$ cat src/rtl/lzsstd_pkg.sv
// Shared types and constants of the LZSS token decoder.
// Used by every module under rtl; no dependencies.
package lzsstd_pkg;

  // Shortest match length; the length code counts from here
  localparam int unsigned MIN_MATCH = 3;

  // Token queue between front and back
  localparam int unsigned CMDQ_DEPTH = 2;
  localparam int unsigned CMDQ_AW    = $clog2(CMDQ_DEPTH);

  // Result queue at the output, a power of two
  localparam int unsigned OUTQ_DEPTH = 4;
  localparam int unsigned OUTQ_AW    = $clog2(OUTQ_DEPTH);
  localparam int unsigned OUTQ_LW    = $clog2(OUTQ_DEPTH + 1);

  // Token class decided by the front
  typedef enum logic [1:0] {
    CMD_LIT    = 2'd0,
    CMD_BADPOS = 2'd1,
    CMD_COPY   = 2'd2
  } cmd_kind_t;

  // Result status codes
  typedef enum logic [1:0] {
    ST_OK       = 2'd0,
    ST_BAD_POS  = 2'd1,
    ST_TOO_LONG = 2'd2
  } status_t;

  // Fixed-width part of a classified token
  typedef struct packed {
    cmd_kind_t   kind;
    logic [7:0]  lit;
  } cmd_head_t;

  // One result word
  typedef struct packed {
    logic [7:0]  data;
    logic        last;
    logic        done;
    status_t     status;
  } result_t;

  // Back engine states
  typedef enum logic [1:0] {
    B_IDLE = 2'b01,
    B_COPY = 2'b10
  } back_state_t;

endpackage

$ cat src/rtl/lzsstd_front.sv
// Front of the LZSS token decoder: accepts tokens, classifies them and
// holds them in a short queue for the back engine. Depends on lzsstd_pkg.
module lzsstd_front #(
  parameter int WINDOW_BITS = 13,
  parameter int LENGTH_BITS = 4
) (
  input  logic                      clk,
  input  logic                      rst,
  input  logic                      push,
  output logic                      full,
  input  logic                      literal_sel,
  input  logic [7:0]                literal_byte,
  input  logic [WINDOW_BITS-1:0]    match_position,
  input  logic [LENGTH_BITS-1:0]    match_length_code,
  output logic                      cmd_valid,
  input  logic                      cmd_take,
  output lzsstd_pkg::cmd_head_t     cmd_head,
  output logic [WINDOW_BITS-1:0]    cmd_src,
  output logic [LENGTH_BITS:0]      cmd_len
);

  localparam int AW = lzsstd_pkg::CMDQ_AW;
  localparam int CW = AW + 1;

  typedef struct packed {
    lzsstd_pkg::cmd_head_t       head;
    logic [WINDOW_BITS-1:0]      src;
    logic [LENGTH_BITS:0]        len;
  } entry_t;

  entry_t          q [lzsstd_pkg::CMDQ_DEPTH];
  entry_t          in_entry;
  logic [AW-1:0]   wp;
  logic [AW-1:0]   rp;
  logic [CW-1:0]   count;
  logic            do_push;
  logic            do_pop;

  // Classify the token; a zero position wins over any length check
  always_comb begin
    in_entry.head.lit = literal_byte;
    if (literal_sel) begin
      in_entry.head.kind = lzsstd_pkg::CMD_LIT;
    end else if (match_position == '0) begin
      in_entry.head.kind = lzsstd_pkg::CMD_BADPOS;
    end else begin
      in_entry.head.kind = lzsstd_pkg::CMD_COPY;
    end
    in_entry.src = match_position - WINDOW_BITS'(1);
    in_entry.len = (LENGTH_BITS + 1)'(match_length_code)
                 + (LENGTH_BITS + 1)'(lzsstd_pkg::MIN_MATCH);
  end

  assign full      = (count == CW'(lzsstd_pkg::CMDQ_DEPTH));
  assign cmd_valid = (count != '0);
  assign do_push   = push && !full;
  assign do_pop    = cmd_take && cmd_valid;

  assign cmd_head = q[rp].head;
  assign cmd_src  = q[rp].src;
  assign cmd_len  = q[rp].len;

  // Store classified tokens
  always_ff @(posedge clk) begin
    if (do_push) begin
      q[wp] <= in_entry;
    end
  end

  // Advance pointers and count
  always_ff @(posedge clk) begin
    if (rst) begin
      wp    <= '0;
      rp    <= '0;
      count <= '0;
    end else begin
      if (do_push) begin
        wp <= wp + AW'(1);
      end
      if (do_pop) begin
        rp <= rp + AW'(1);
      end
      count <= count + CW'(do_push) - CW'(do_pop);
    end
  end

endmodule

$ cat config.mk
export PLATFORM = sky130hd
export DESIGN_NAME = lzsstd_front
export DESIGN_NICKNAME = d
export VERILOG_FILES = /design/src/rtl/lzsstd_pkg.sv /design/src/rtl/lzsstd_front.sv
export SDC_FILE = /design/constraint.sdc
export NUM_CORES = 1
export LEC_CHECK = 0
export ABC_CLOCK_PERIOD_IN_PS = 2200
export BUFFER_PORTS_ARGS = -buffer_cell sky130_fd_sc_hd__buf_2
export CAP_MARGIN = 40
export CORE_UTILIZATION = 53
export DETAILED_ROUTE_END_ITERATION = 10
export GPL_TIMING_DRIVEN = 0
export PLACE_DENSITY = 0.79
export SYNTH_ARGS = -nofsm -noshare
export SYNTH_HDL_FRONTEND = slang
export SYNTH_SLANG_ARGS = --single-unit
$ cat constraint.sdc
create_clock -name clk -period 2.2 [get_ports clk]
set_input_delay 0.22 -clock clk [delete_from_list [all_inputs] [get_ports clk]]
set_output_delay 0.22 -clock clk [all_outputs]
set_load 0.02 [all_outputs]
==> flow_summary.json <==
{
  "nFillCells": 299,
  "setup_viol": 0,
  "seqPwrFrac": 0.416,
  "ctsHoldBuffers": 0,
  "synth_top_area_frac": 0.659,
  "path_class": "register to output port",
  "p_clk_frac": 0.279,
  "rsz0062_at_grt": "false",
  "critPathRequiredTime_ns": 1.98,
  "synth-edff-count": 56,
  "violations": "design-rule violations",
  "post-dp-hpwl_um": 2910,
  "start_kind": "register",
  "clockBufferDepth": 2,
  "switching_share": 0.300,
  "port_buffers": 59,
  "core_area_sq_mm": 0.00450,
  "place_area_sq_mm": 0.00297,
  "crit_path_end_kind": "output port",
  "fmax_ghz": 0.513,
  "cts_setup_buffers": 0,
  "syn_inst": 158,
  "routed_wl_um": 4230,
  "p_int_w": 0.00259,
  "synth-seq-area-share": 0.698,
  "worstHoldStart": "literal_byte[0]",
  "detail_route.drc_violations": 5,
  "n_antenna_cell": 0,
  "vias": 1506,
  "synth_area_leaders": "edfxtp_1, mux2_2, dfxtp_1",
  "grt_max_degree": 18,
  "fin_cells": 288,
  "grt-ovfl-total": 0,
  "ir_drop_mv": 0.688,
  "finClkSkew_ns": 0.00477,
  "worstPathArrival_ns": 1.73,
  "layout-drive-gt1-share": 0.479,
  "avgSynthCellArea_sq_um": 16.1,
  "drtIter0Drc": 74,
  "path_max_fanout": 10,
  "timing.final.hold_violations": 0,
  "crit-reg2reg-launch": "count[0]",
  "synth_fp_nets": 192,
  "fin_crit_ns": 1.95,
  "cts_inserted_buffers": 9,
  "power.density_mw_per_mm2": 1170,
  "synth_area_leader_cell": "edfxtp_1",
  "synthArstFlopShare": 0,
  "placed_cells": 272,
  "cts_root_buf": "clkbuf_8",
  "clock-sinks": 61,
  "vias_per_cell": 5.23,
  "ys_seq_elements": 61,
  "cts_tree": "built",
  "setup_tns_ns": 0,
  "grt_usage": 0.185,
  "synth_common_cells": "edfxtp_1, mux2_2, inv_1",
  "synth.most_common_cell": "edfxtp_1",
  "area_growth_pct": 24.5,
  "cts_resized": 0,
  "yosysWarnings": 0,
  "leakage_nw": 1.27,
  "outcome": "finished, violations left",
  "die_y_um": 71.4,
  "antenna_found_initial": 0,
  "finalNetCount": 265,
  "min_path_type": "input pin to register",
  "tightest_slew_ns": 0.598,
  "critPathMostFrequentCell": "buf_2",
  "pin_count": 60,
  "die_area_sq_mm": 0.00510,
  "syn_area_sq_mm": 0.00255,
  "switchingPower_w": 0.00111,
  "clk_latency_ns": 0.32,
  "path_cells": "buf_2 > buf_2 > mux2_2 > buf_2",
  "ant_nets": 0,
  "clkTransAtPathRegs_ns": 0.07,
  "grt_pass1_vias": 1475,
  "grt_pass1_wl_um": 6820,
  "slew_headroom": 0.601,
  "h-tree-depth": 3,
  "power.total_w": 0.00370,
  "p_comb_frac": 0.305,
  "slowest_delay_ns": 0.38,
  "drv_cap": 0,
  "synth_flop_cell": "edfxtp_1",
  "die_w_um": 71.4,
  "whs_ns": 0.0794,
  "ys_types": 28,
  "critical-path-slowest-cell": "mux2_2",
  "wl_per_cell_um": 14.7,
  "fp-row-count": 24,
  "finalInstanceArea_sq_mm": 0.00318,
  "drv_slew": 0,
  "firstDrtPassIters": 8,
  "place.gp.congestion": 0.749,
  "fin_crit_sh": 0.886,
  "start_util": 0.566
}
==> per-stage QoR <==
| stage | setup WS (ns) | util |
|---|---|---|
| 6_report | 0.250 | 0.705 |
| 5_1_grt | 0.159 | 0.705 |
| 4_1_cts | 0.228 | 0.705 |
| 3_5_place_dp | 0.294 | 0.659 |
| 3_3_place_gp | 0.0757 | 0.646 |
| 2_1_floorplan | 0.322 | - |
==> layout by cell type, fill, tap and decap left out, types with 2 or more instances in the layout <==
cell type / netlist / layout
nor3b_2: 2 / 2
bufinv_16: 0 / 2
nor3_1: 2 / 2
nand3_1: 2 / 2
buf_8: 0 / 2
mux2_2: 28 / 28
o21ai_0: 2 / 2
nor2b_1: 2 / 2
buf_2: 3 / 62
nor2_1: 9 / 9
ha_1: 4 / 4
xor2_1: 6 / 6
clkbuf_8: 0 / 9
nand2_1: 5 / 5
nor4_2: 2 / 2
edfxtp_1: 56 / 56
xnor2_1: 8 / 8
inv_1: 10 / 10
clkbuf_1: 0 / 2
dfxtp_1: 5 / 5
clkinv_2: 0 / 3
==> critical path, delay by kind of cell (launching register included) <==
kind     cells  cell delay [ns]
buf+inv      3             0.71
mux          1             0.38
flops        1             0.31
==> layout make-up <==
class,instances,area (sq um),share of cell area
inverters,10,37.5,0.0118
multi-input cells,84,717,0.226
clock inverters,5,75.1,0.0236
well taps,52,65.1,0.0205
plain buffers,3,15.0,0.00473
repair buffers,62,353,0.111
flip-flops and latches,61,1780,0.561
clock buffers,11,131,0.0414
==> layer usage <==
metal | global-route usage | part of all wire | up-vias
li1 | - | - | 729
met1 | 0.228 | 0.43 | 718
met2 | 0.290 | 0.49 | 50
met3 | 0.0436 | 0.048 | 9
met4 | 0.131 | 0.025 | 0
met5 | 0 | 0 | -
==> kinds of logic after synthesis <==
logic type	after synthesis	synth area share
AOI/OAI and AO/OA	5	0.0118
xor gates and xnor gates	14	0.0481
adders and majority gates	4	0.0196
buffers and inverters	13	0.0206
DFF	61	0.698
muxes	28	0.124
and+or+nand+nor	33	0.0780
==> path summary, 6_finish.rpt <==
path | end | slack (ns) | cells after the start
min | q[0][18] | 0.08 | 1
max | cmd_src[3] | 0.25 | 4
max reg2reg | q[0][23] | 0.31 | 5
min reg2reg | wp | 0.49 | 2
==> state kept, by name, summed over array words and instances (netlist names), named ones only <==
name / cells
q: 56
wp: 1
rp: 1
count: 2
==> power by group through the flow <==
stage               Clock, W  Combinational (W)  Sequential, W
floorplan                  0           0.000770        0.00155
global placement           0            0.00107        0.00156
detailed placement         0            0.00114        0.00156
CTS                  0.00105            0.00115        0.00154
global route         0.00111            0.00122        0.00156
finish               0.00103            0.00113        0.00154
No activity file was read; power rests on OpenSTA's default activity.
