<file path="src/rtl/lzsstd_pkg.sv">
// Shared types and constants of the LZSS token decoder.
// Used by every module under rtl; no dependencies.
package lzsstd_pkg;

  // Shortest match length; the length code counts from here
  localparam int unsigned MIN_MATCH = 3;

  // Token queue between front and back
  localparam int unsigned CMDQ_DEPTH = 2;
  localparam int unsigned CMDQ_AW    = $clog2(CMDQ_DEPTH);

  // Result queue at the output, a power of two
  localparam int unsigned OUTQ_DEPTH = 4;
  localparam int unsigned OUTQ_AW    = $clog2(OUTQ_DEPTH);
  localparam int unsigned OUTQ_LW    = $clog2(OUTQ_DEPTH + 1);

  // Token class decided by the front
  typedef enum logic [1:0] {
    CMD_LIT    = 2'd0,
    CMD_BADPOS = 2'd1,
    CMD_COPY   = 2'd2
  } cmd_kind_t;

  // Result status codes
  typedef enum logic [1:0] {
    ST_OK       = 2'd0,
    ST_BAD_POS  = 2'd1,
    ST_TOO_LONG = 2'd2
  } status_t;

  // Fixed-width part of a classified token
  typedef struct packed {
    cmd_kind_t   kind;
    logic [7:0]  lit;
  } cmd_head_t;

  // One result word
  typedef struct packed {
    logic [7:0]  data;
    logic        last;
    logic        done;
    status_t     status;
  } result_t;

  // Back engine states
  typedef enum logic [1:0] {
    B_IDLE = 2'b01,
    B_COPY = 2'b10
  } back_state_t;

endpackage

</file>
<file path="src/rtl/lzsstd_outq.sv">
// Result queue of the LZSS token decoder: parts the back engine from the
// consumer and reports its fill level. Depends on lzsstd_pkg.
module lzsstd_outq (
  input  logic                            clk,
  input  logic                            rst,
  input  logic                            in_push,
  input  lzsstd_pkg::result_t             in_res,
  output logic [lzsstd_pkg::OUTQ_LW-1:0]  level,
  output logic                            empty,
  input  logic                            pop,
  output lzsstd_pkg::result_t             head
);

  localparam int AW = lzsstd_pkg::OUTQ_AW;
  localparam int LW = lzsstd_pkg::OUTQ_LW;

  lzsstd_pkg::result_t  q [lzsstd_pkg::OUTQ_DEPTH];
  logic [AW-1:0]        wp;
  logic [AW-1:0]        rp;
  logic                 do_pop;

  assign empty  = (level == '0);
  assign do_pop = pop && !empty;
  assign head   = q[rp];

  // Store words; the back engine never pushes into a full queue
  always_ff @(posedge clk) begin
    if (in_push) begin
      q[wp] <= in_res;
    end
  end

  // Advance pointers and level
  always_ff @(posedge clk) begin
    if (rst) begin
      wp    <= '0;
      rp    <= '0;
      level <= '0;
    end else begin
      if (in_push) begin
        wp <= wp + AW'(1);
      end
      if (do_pop) begin
        rp <= rp + AW'(1);
      end
      level <= level + LW'(in_push) - LW'(do_pop);
    end
  end

endmodule

</file>
<file path="config.mk">
export PLATFORM = sky130hd
export DESIGN_NAME = lzsstd_outq
export DESIGN_NICKNAME = d
export VERILOG_FILES = /design/src/rtl/lzsstd_pkg.sv /design/src/rtl/lzsstd_outq.sv
export SDC_FILE = /design/constraint.sdc
export NUM_CORES = 1
export LEC_CHECK = 0
export ABC_AREA = 1
export BUFFER_PORTS_ARGS = -buffer_cell sky130_fd_sc_hd__buf_4
export CORE_ASPECT_RATIO = 0.6
export CORE_MARGIN = 4
export CORE_UTILIZATION = 58
export CTS_BUF_LIST = sky130_fd_sc_hd__clkbuf_4 sky130_fd_sc_hd__clkbuf_8
export DETAILED_ROUTE_END_ITERATION = 12
export MAX_ROUTING_LAYER = met4
export PLACE_DENSITY = 0.79
export SETUP_SLACK_MARGIN = 0.2
export SYNTH_ARGS = -nofsm -noshare
export SYNTH_HDL_FRONTEND = slang
export SYNTH_SLANG_ARGS = --single-unit
export TNS_END_PERCENT = 5
</file>
<file path="constraint.sdc">
create_clock -name clk -period 2.4 [get_ports clk]
set_clock_uncertainty 0.2 [all_clocks]
set_input_delay 0.48 -clock clk [delete_from_list [all_inputs] [get_ports clk]]
set_output_delay 0.48 -clock clk [all_outputs]
set_load 0.02 [all_outputs]
</file>
==> results of run 1 <==
[cells in the mapped netlist (2+ instances only)]
cell	n
edfxtp_1	48
o22ai_1	12
nor2_1	32
nand3_1	2
buf_2	2
o21ai_1	16
ha_1	6
dfxtp_1	9
nand2_1	11
buf_6	2
buf_4	2
inv_1	17
o21ai_0	10
a21oi_1	5
[worst max-delay path by stage]
| stage | slack [ns] | depth (start not counted) | start | end |
|---|---|---|---|---|
| 5_1_grt | 0.10 | 4 | flop | head[8] |
| 3_3_place_gp | 0.37 | 11 | level[1] | level[2] |
| 4_1_cts | 0.18 | 5 | flop | head[2] |
| 3_5_place_dp | 0.18 | 11 | level[1] | level[2] |
| 6_report | 0.18 | 4 | flop | head[8] |
| 2_1_floorplan | 0.24 | 11 | level[2] | level[2] |
[layer usage]
layer	track usage [%]	vias to the layer above	part of all wire (%)
met5	-	-	0
met3	7.10	2	7.5
met1	23.3	700	42
met4	8.19	0	0.39
li1	-	703	-
met2	32.5	50	50
[sequential cells by signal, indices dropped and copies added (netlist names), named ones only]
register and cells:
rp 2, q 48, wp 2, level 3
[worst max-delay path: stages, from the launching register on]
cell and delay, ns:
dfxtp_2 0.43, buf_4 0.23, o21ai_1 0.09, o22ai_1 0.27, buf_4 0.20
[cell families after synthesis]
group | share of synthesized area, %
flip-flops | 72.6
AO/OA/AOI/OAI | 10.3
buffers and inverters | 5.15
AND/OR/NAND/NOR | 7.68
adder cells (fa/ha/maj) | 4.26
[layout by cell type (no fill, tap or decap)]
cell type	instances
dfxtp_2	3
o21ai_1	16
nand2_1	11
inv_4	1
clkinv_2	1
clkinvlp_4	1
o21ai_0	10
clkbuf_4	4
ha_1	6
fa_1	1
edfxtp_1	48
nor2_1	32
a21oi_1	5
nand3_1	2
o22ai_1	12
inv_1	16
dfxtp_1	6
clkbuf_8	9
buf_4	38
[per-stage QoR]
stage	worst slack [ns]	total power [mW]	area, um2	hold WS [ns]
global placement	0.368	1.96	2500	0.273
global route	0.101	2.90	2700	0.107
floorplan	0.236	1.72	2230	0.248
CTS	0.183	2.77	2700	0.103
detailed placement	0.185	2.02	2500	0.269
finish	0.178	2.76	2700	0.116
[power groups by stage]
stage / sequential [mW] / combinational (mW) / clock (mW)
6_report: 1.21 / 0.833 / 0.714
5_1_grt: 1.22 / 0.908 / 0.772
4_1_cts: 1.21 / 0.834 / 0.728
3_5_place_dp: 1.22 / 0.801 / 0
3_3_place_gp: 1.22 / 0.745 / 0
2_1_floorplan: 1.23 / 0.484 / 0
[area by class of cell]
cell class / instances / share of cell area [%]
clock inverters: 1 / 0.185
repair buffers: 38 / 10.6
multi-input cells: 95 / 18.4
inverters: 18 / 2.74
well taps: 47 / 2.18
flip-flops and latches: 57 / 60.2
clock buffers: 13 / 5.70
[repair_timing]
item                       CTS  global route
setup endpoints to repair   13            13
pin swaps                    1             0
buffers inserted             4             0
resized for setup            3             1
==> metrics, run 1 <==
Most used DFF post-synth edfxtp_1; fmax 450 MHz; Register-to-Register Path Depth 11; internal power 1.89 mW; area of the die 4940 um2; Mapped Area 2230 um2; initial antenna violation count 0; cells after synthesis 176; worst-case clock buffer depth 2; sw power 864 uW; clk root buf clkbuf_8; clock slew at reported path FFs 0.05 ns; Critical Path Start Type flop; Congestion Overflow GR 0; DRC violations left 0; FILL cells 235; worst r2r src level[1]; Yosys Warn Count 0; routability cong. 0.770; pwr dens 1020 nW/um2; multi-input logic area 497 um2; FF/Latch Area 1630 um2; min-delay worst type in -> reg; Combinational Power Share 30.2%; DRT Pass-1 Iters 4; final hold vios 0; die extent in y 56.1 um; Core Util, Final 73.3%; asr flop ratio synth 0%; r2r setup slk 0.28 ns; Worst-Margin Slew 0.559 ns; crit share post-route 92.6%; outcome completed; #FFs+latches synth 57; via-per-instance ratio 5.41; pin count of the biggest net entering global routing 25; clock share of power 25.9%; initial drt markers 105; leakage power 1.08 nW; Setup TNS 0 ns; synthesis-to-finish area growth 20.8%; number of hold buffers added after CTS 0; WP data arrival 1.54 ns; H-tree level count 3; Ant. Diodes 0; clk_lat worst skew 0.32 ns; switching portion of total power 31.3%; post-placement cell count 251; global-route wire length before repair 6930 um; worst vdd ir 0.756 mV; Synth area leader edfxtp_1; total CTS buffers 9; Final Setup Violations 0; Hold Path Sink level[1]; Sequential Power Share 43.9%; Avg WL per Cell 16.2 um; # rows 17; vias in the first global route 1492; # IOs 32; Yosys top cell area share 64.5%; TritonCTS clock tree done; DRT antenna net count 0; Worst EP required 1.72 ns; Nets 242; post-layout min period 2.22 ns; initial core utilization 60.7%; Hold Path Cell Cnt 2; Slew Viols, Final 0; critical path peak fanout 12; Post-synth EDFFs 48; post-route insts no fill 269; Max Cap Viol 0; clock sinks 57; crit path kind reg -> out; Syn Area/Cell 12.7 um2; die width 88.1 um; hpwl dp 2900 um; worst r2r dst level[2]; routed vias 1455; RSZ-0062 raised after global routing yes; core box area 3680 um2; top cells by area, synth edfxtp_1, dfxtp_1, nor2_1; layout cells sized above 1 25.7%; Worst Min Path Start rst; post-synthesis sequential area ratio 72.6%; Total GRT Usage 20.3%; Netlist cell types 16; # port buffers 31; Synthesized Nets 199; slew margin rel. 62.7%; drt total wl 4350 um; kind of capture point of the worst setup path primary output
No activity file was read; power rests on OpenSTA's default activity.
==> run 2, diff against run 1 <==
- ABC_AREA: 1 -> not set
==> metrics, run 2 <==
Top reg by flops q; Mapped Area 2200 um2; clk root buf clkbuf_8; total CTS buffers 9; initial core utilization 63.8%; biggest regs q: 48 flops, level: 3 flops; Worst path most repeated cell ha_1; leading cell type in the layout, fill and taps excluded edfxtp_1; FILL cells 172; DRC violations left 0; CP max stage delay 0.36 ns; clock sinks 57; slew margin rel. 55.8%; H-tree level count 3; most frequent cell after synthesis edfxtp_1; number of hold buffers added after CTS 0; post-layout min period 2.24 ns; Final Setup Violations 0; routed vias 1078; top post-synthesis cells by count edfxtp_1, mux4_2, dfxtp_1, ha_1, nor2_1; min-delay worst type in -> reg; worst vdd ir 0.714 mV; # rows 16; Nets 173; asr flop ratio synth 0%; area of the die 4870 um2; via-per-instance ratio 5.39; Synth area leader edfxtp_1; Slew Viols, Final 0; Netlist cell types 20; routability cong. 0.766; worst slack, placed 0.0345 ns; RSZ-0062 raised after global routing yes; die extent in y 55.7 um; DRT Pass-1 Iters 4; Worst Path Buf+Inv 2; Post-synth EDFFs 48; worst-case clock buffer depth 2; synthesis-to-finish area growth 23.6%; Crit path max-delay family adder cells; die width 87.5 um; Setup TNS 0 ns; global-route wire length before repair 5750 um; Yosys Warn Count 0; Worst Setup Slack, final 0.158 ns; pwr dens 1000 nW/um2; hold slack 0.150 ns; max reg flops 48; Syn Area/Cell 20.7 um2; layout cells sized above 1 45.8%; critical path peak fanout 6; outcome completed; most frequent cells in the layout edfxtp_1, buf_4, mux4_2, clkbuf_8, ha_1; Total GRT Usage 17.5%; TritonCTS clock tree done; DRT antenna net count 0; fmax 446 MHz; pin count of the biggest net entering global routing 13; leakage power 0.992 nW; #FFs+latches synth 57; crit share post-route 93.4%; clk_lat worst skew 0.32 ns; final hold vios 0; Worst EP required 2.46 ns; Yosys top cell area share 65.6%; Critical Path Start Type flop; Synthesized Nets 129; initial antenna violation count 0; kind of capture point of the worst setup path flop; critical-path cell list o31a_1, ha_1, inv_2, ha_1, inv_1, fa_2, xnor3_4, nor2_4; slowest CP cell dfxtp_4; Ant. Diodes 0; crit path kind reg -> reg; # IOs 32; # port buffers 31; cells after synthesis 106; drt total wl 3640 um; clock slew at reported path FFs 0.06 ns; top cells by area, synth edfxtp_1, mux4_2, dfxtp_1; Max Cap Viol 0; initial drt markers 59; Worst-Margin Slew 0.663 ns; post-synthesis sequential area ratio 73.8%; Most used DFF post-synth edfxtp_1; vias in the first global route 1129; Avg WL per Cell 18.2 um; core box area 3440 um2; WP data arrival 2.30 ns; hpwl dp 2380 um; Congestion Overflow GR 0
-- run 2: cell types whose count changed after synthesis, moves of 4 or more --
| cell | delta |
|---|---|
| a21oi_1 | -5 |
| nor2_1 | -26 |
| o22ai_1 | -12 |
| o21ai_0 | -10 |
| mux4_2 | +11 |
| nand2_1 | -11 |
| inv_1 | -12 |
| and2_1 | +4 |
| o21ai_1 | -16 |
-- run 2: cells by family (layout without fill, tap and decap cells) --
| group | Yosys count | in the layout | synth area share [%] |
|---|---|---|---|
| buf+inv | 8 | 57 | 1.77 |
| simple gates | 14 | 14 | 3.25 |
| xor+xnor | 2 | 2 | 1.59 |
| mux | 16 | 16 | 14.5 |
| flops | 57 | 57 | 73.8 |
| fa+ha+maj | 7 | 7 | 4.33 |
| compound gates | 2 | 2 | 0.797 |
-- run 2: final cells by class --
type | count | area [um2] | area share (%)
Clock buffer | 10 | 131 | 4.84
Clock inverter | 6 | 25.0 | 0.922
Inverter | 5 | 18.8 | 0.691
Multi-Input combinational cell | 41 | 543 | 20.0
Sequential cell | 57 | 1630 | 60.2
Tap cell | 45 | 56.3 | 2.07
Timing Repair Buffer | 36 | 307 | 11.3
-- run 2: per-stage QoR --
step,total power [mW],instance area [um2],cells,utilization [%]
3_3_place_gp,1.90,2490,182,72.3
4_1_cts,2.73,2710,200,78.8
3_5_place_dp,1.94,2490,182,72.3
2_1_floorplan,1.69,2200,106,-
5_1_grt,2.86,2720,200,78.9
6_report,2.72,2720,200,78.9
-- run 2: power by group --
part | internal [mW] | switching (mW)
clock network | 0.366 | 0.321
logic | 0.432 | 0.366
registers | 1.17 | 0.0632
-- run 2: path summary, 6_finish.rpt --
kind               to  depth (start not counted)        from  slack (ns)
max          level[2]                          8    level[1]        0.16
min          q[3][11]                          1  in_res[11]        0.15
max reg2reg  level[2]                          8    level[1]        0.16
min reg2reg     wp[0]                          2       wp[0]        0.36
-- run 2: per-layer routing --
metal  vias up  global-route usage, %  wire length (um)  share of wire, %
met5         -                      -                 0                 0
met4         0                   5.91                44               1.2
met3         6                   9.02               270               7.4
met2        35                   25.5              1810                50
met1       533                   21.1              1520                42
li1        504                      -                 -                 -
-- run 2: repair_timing --
action,4_1_cts,5_1_grt
cloned,1,0
resized for setup,13,2
pin swaps,1,1
setup endpoints to repair,13,13
setup buffers,1,0
-- run 2: worst reg2reg max path, stage by stage, from the launching register on --
cell and delay [ns]:
dfxtp_4 0.36, o31a_1 0.31, ha_1 0.31, inv_2 0.06, ha_1 0.13, inv_1 0.05, fa_2 0.33, xnor3_4 0.33
nor2_4 0.10
==> run 3, diff against run 2 <==
--- a/config.mk
+++ b/config.mk
@@ -14,5 +14,4 @@
 export MAX_ROUTING_LAYER = met4
 export PLACE_DENSITY = 0.79
-export SETUP_SLACK_MARGIN = 0.2
 export SYNTH_ARGS = -nofsm -noshare
 export SYNTH_HDL_FRONTEND = slang
==> constraint.sdc (replaced) <==
create_clock -name clk -period 2.4 [get_ports clk]
set_clock_uncertainty 0.2 [all_clocks]
set_input_delay 0.48 -clock clk [delete_from_list [all_inputs] [get_ports clk]]
set_output_delay 0.48 -clock clk [all_outputs]
set_load 0.01 [all_outputs]
==> metrics, run 3 (synthesis gave the netlist of run 2 again) <==
die extent in y 55.7 um; die width 87.5 um; min-delay worst type in -> reg; worst slack, placed 0.0530 ns; Register-to-Register Path Depth 8; clk root buf clkbuf_8; leading cell type in the layout, fill and taps excluded edfxtp_1; Worst Path Buf+Inv 2; core box area 3440 um2; synthesis-to-finish area growth 21.2%; clock sinks 57; H-tree level count 3; Critical Path Start Type flop; CP max stage delay 0.38 ns; Worst EP required 2.45 ns; area of the die 4870 um2; hpwl dp 2460 um; Nets 173; Ant. Diodes 0; initial antenna violation count 0; # rows 16; hold slack 0.160 ns; final hold vios 0; worst-case clock buffer depth 2; r2r setup slk 0.14 ns; Crit path max-delay family adder cells; worst r2r src level[2]; Top reg by flops q; routability cong. 0.791; post-layout min period 2.26 ns; FILL cells 191; routed vias 1049; DRT antenna net count 0; fmax 442 MHz; leakage power 0.984 nW; outcome completed; multi-input logic area 537 um2; Max Cap Viol 0; initial drt markers 57; DRT Pass-1 Iters 5; Hold Path Cell Cnt 1; biggest regs q: 48 flops, level: 3 flops; Worst Setup Slack, final 0.137 ns; most frequent cells in the layout edfxtp_1, buf_4, mux4_2, dfxtp_1, clkbuf_8; total CTS buffers 9; Worst Min Path Start in_res[5]; worst r2r dst level[2]; pwr dens 955 nW/um2; crit path kind reg -> reg; slew margin rel. 57.7%; DRC violations left 0; clock slew at reported path FFs 0.06 ns; # IOs 32; vias in the first global route 1093; worst vdd ir 0.677 mV; pin count of the biggest net entering global routing 13; TritonCTS clock tree done; slowest CP cell fa_1; drt total wl 3520 um; Total GRT Usage 17.2%; number of hold buffers added after CTS 0; RSZ-0062 raised after global routing no; global-route wire length before repair 5660 um; initial core utilization 63.8%; Avg WL per Cell 17.6 um; Congestion Overflow GR 0; # port buffers 31; critical-path cell list o31a_1, ha_1, inv_1, ha_1, inv_1, fa_1, xnor3_4, nor2_1; kind of capture point of the worst setup path flop; Setup TNS 0 ns; Hold Path Sink q[0][5]; clk_lat worst skew 0.32 ns; Final Setup Violations 0; crit share post-route 94.3%; critical path peak fanout 5; Worst-Margin Slew 0.635 ns; via-per-instance ratio 5.25; WP data arrival 2.32 ns; FF/Latch Area 1620 um2; max reg flops 48; layout cells sized above 1 40.6%; Slew Viols, Final 0
run 3: through the flow:
step	total power, mW	area, um2	instances	utilization, %
after floorplan	1.61	2200	106	-
after global placement	1.83	2500	183	72.5
after detailed placement	1.87	2500	183	72.5
after CTS	2.55	2650	199	77.0
after global routing	2.68	2660	200	77.4
final	2.55	2660	200	77.4
run 3: worst max path at each step:
stage | startpoint | endpoint | cells after the start
floorplan | level[1] | level[2] | 8
global placement | pop | level[2] | 9
detailed placement | pop | level[2] | 9
CTS | level[1] | level[2] | 8
global route | level[2] | level[2] | 8
finish | level[2] | level[2] | 8
run 3: what timing repair did:
action	in CTS	in global routing
setup endpoints to repair	0	2
setup buffers	0	1
gates resized for setup	0	1
run 3: layer usage:
layer	wire length [um]	share of wire [%]	GRT usage [%]	vias to the layer above
met5	0	0	-	-
met4	51	1.4	7.00	0
met3	220	6.2	8.28	9
met2	1690	48	24.2	31
met1	1560	44	21.5	506
li1	-	-	-	503
run 3: where the power goes:
part           internal, mW  switching [mW]
Clock                 0.367           0.322
Combinational         0.373           0.266
Sequential             1.16          0.0603
Total                  1.90           0.648
run 3: final cells by class:
| type | instances | share of cell area, % |
|---|---|---|
| multi-input combinational | 41 | 20.2 |
| timing repair buffer | 36 | 10.3 |
| tap | 45 | 2.11 |
| inverter | 5 | 0.705 |
| clock inverter | 6 | 0.939 |
| sequential | 57 | 60.9 |
| clock buffer | 10 | 4.93 |
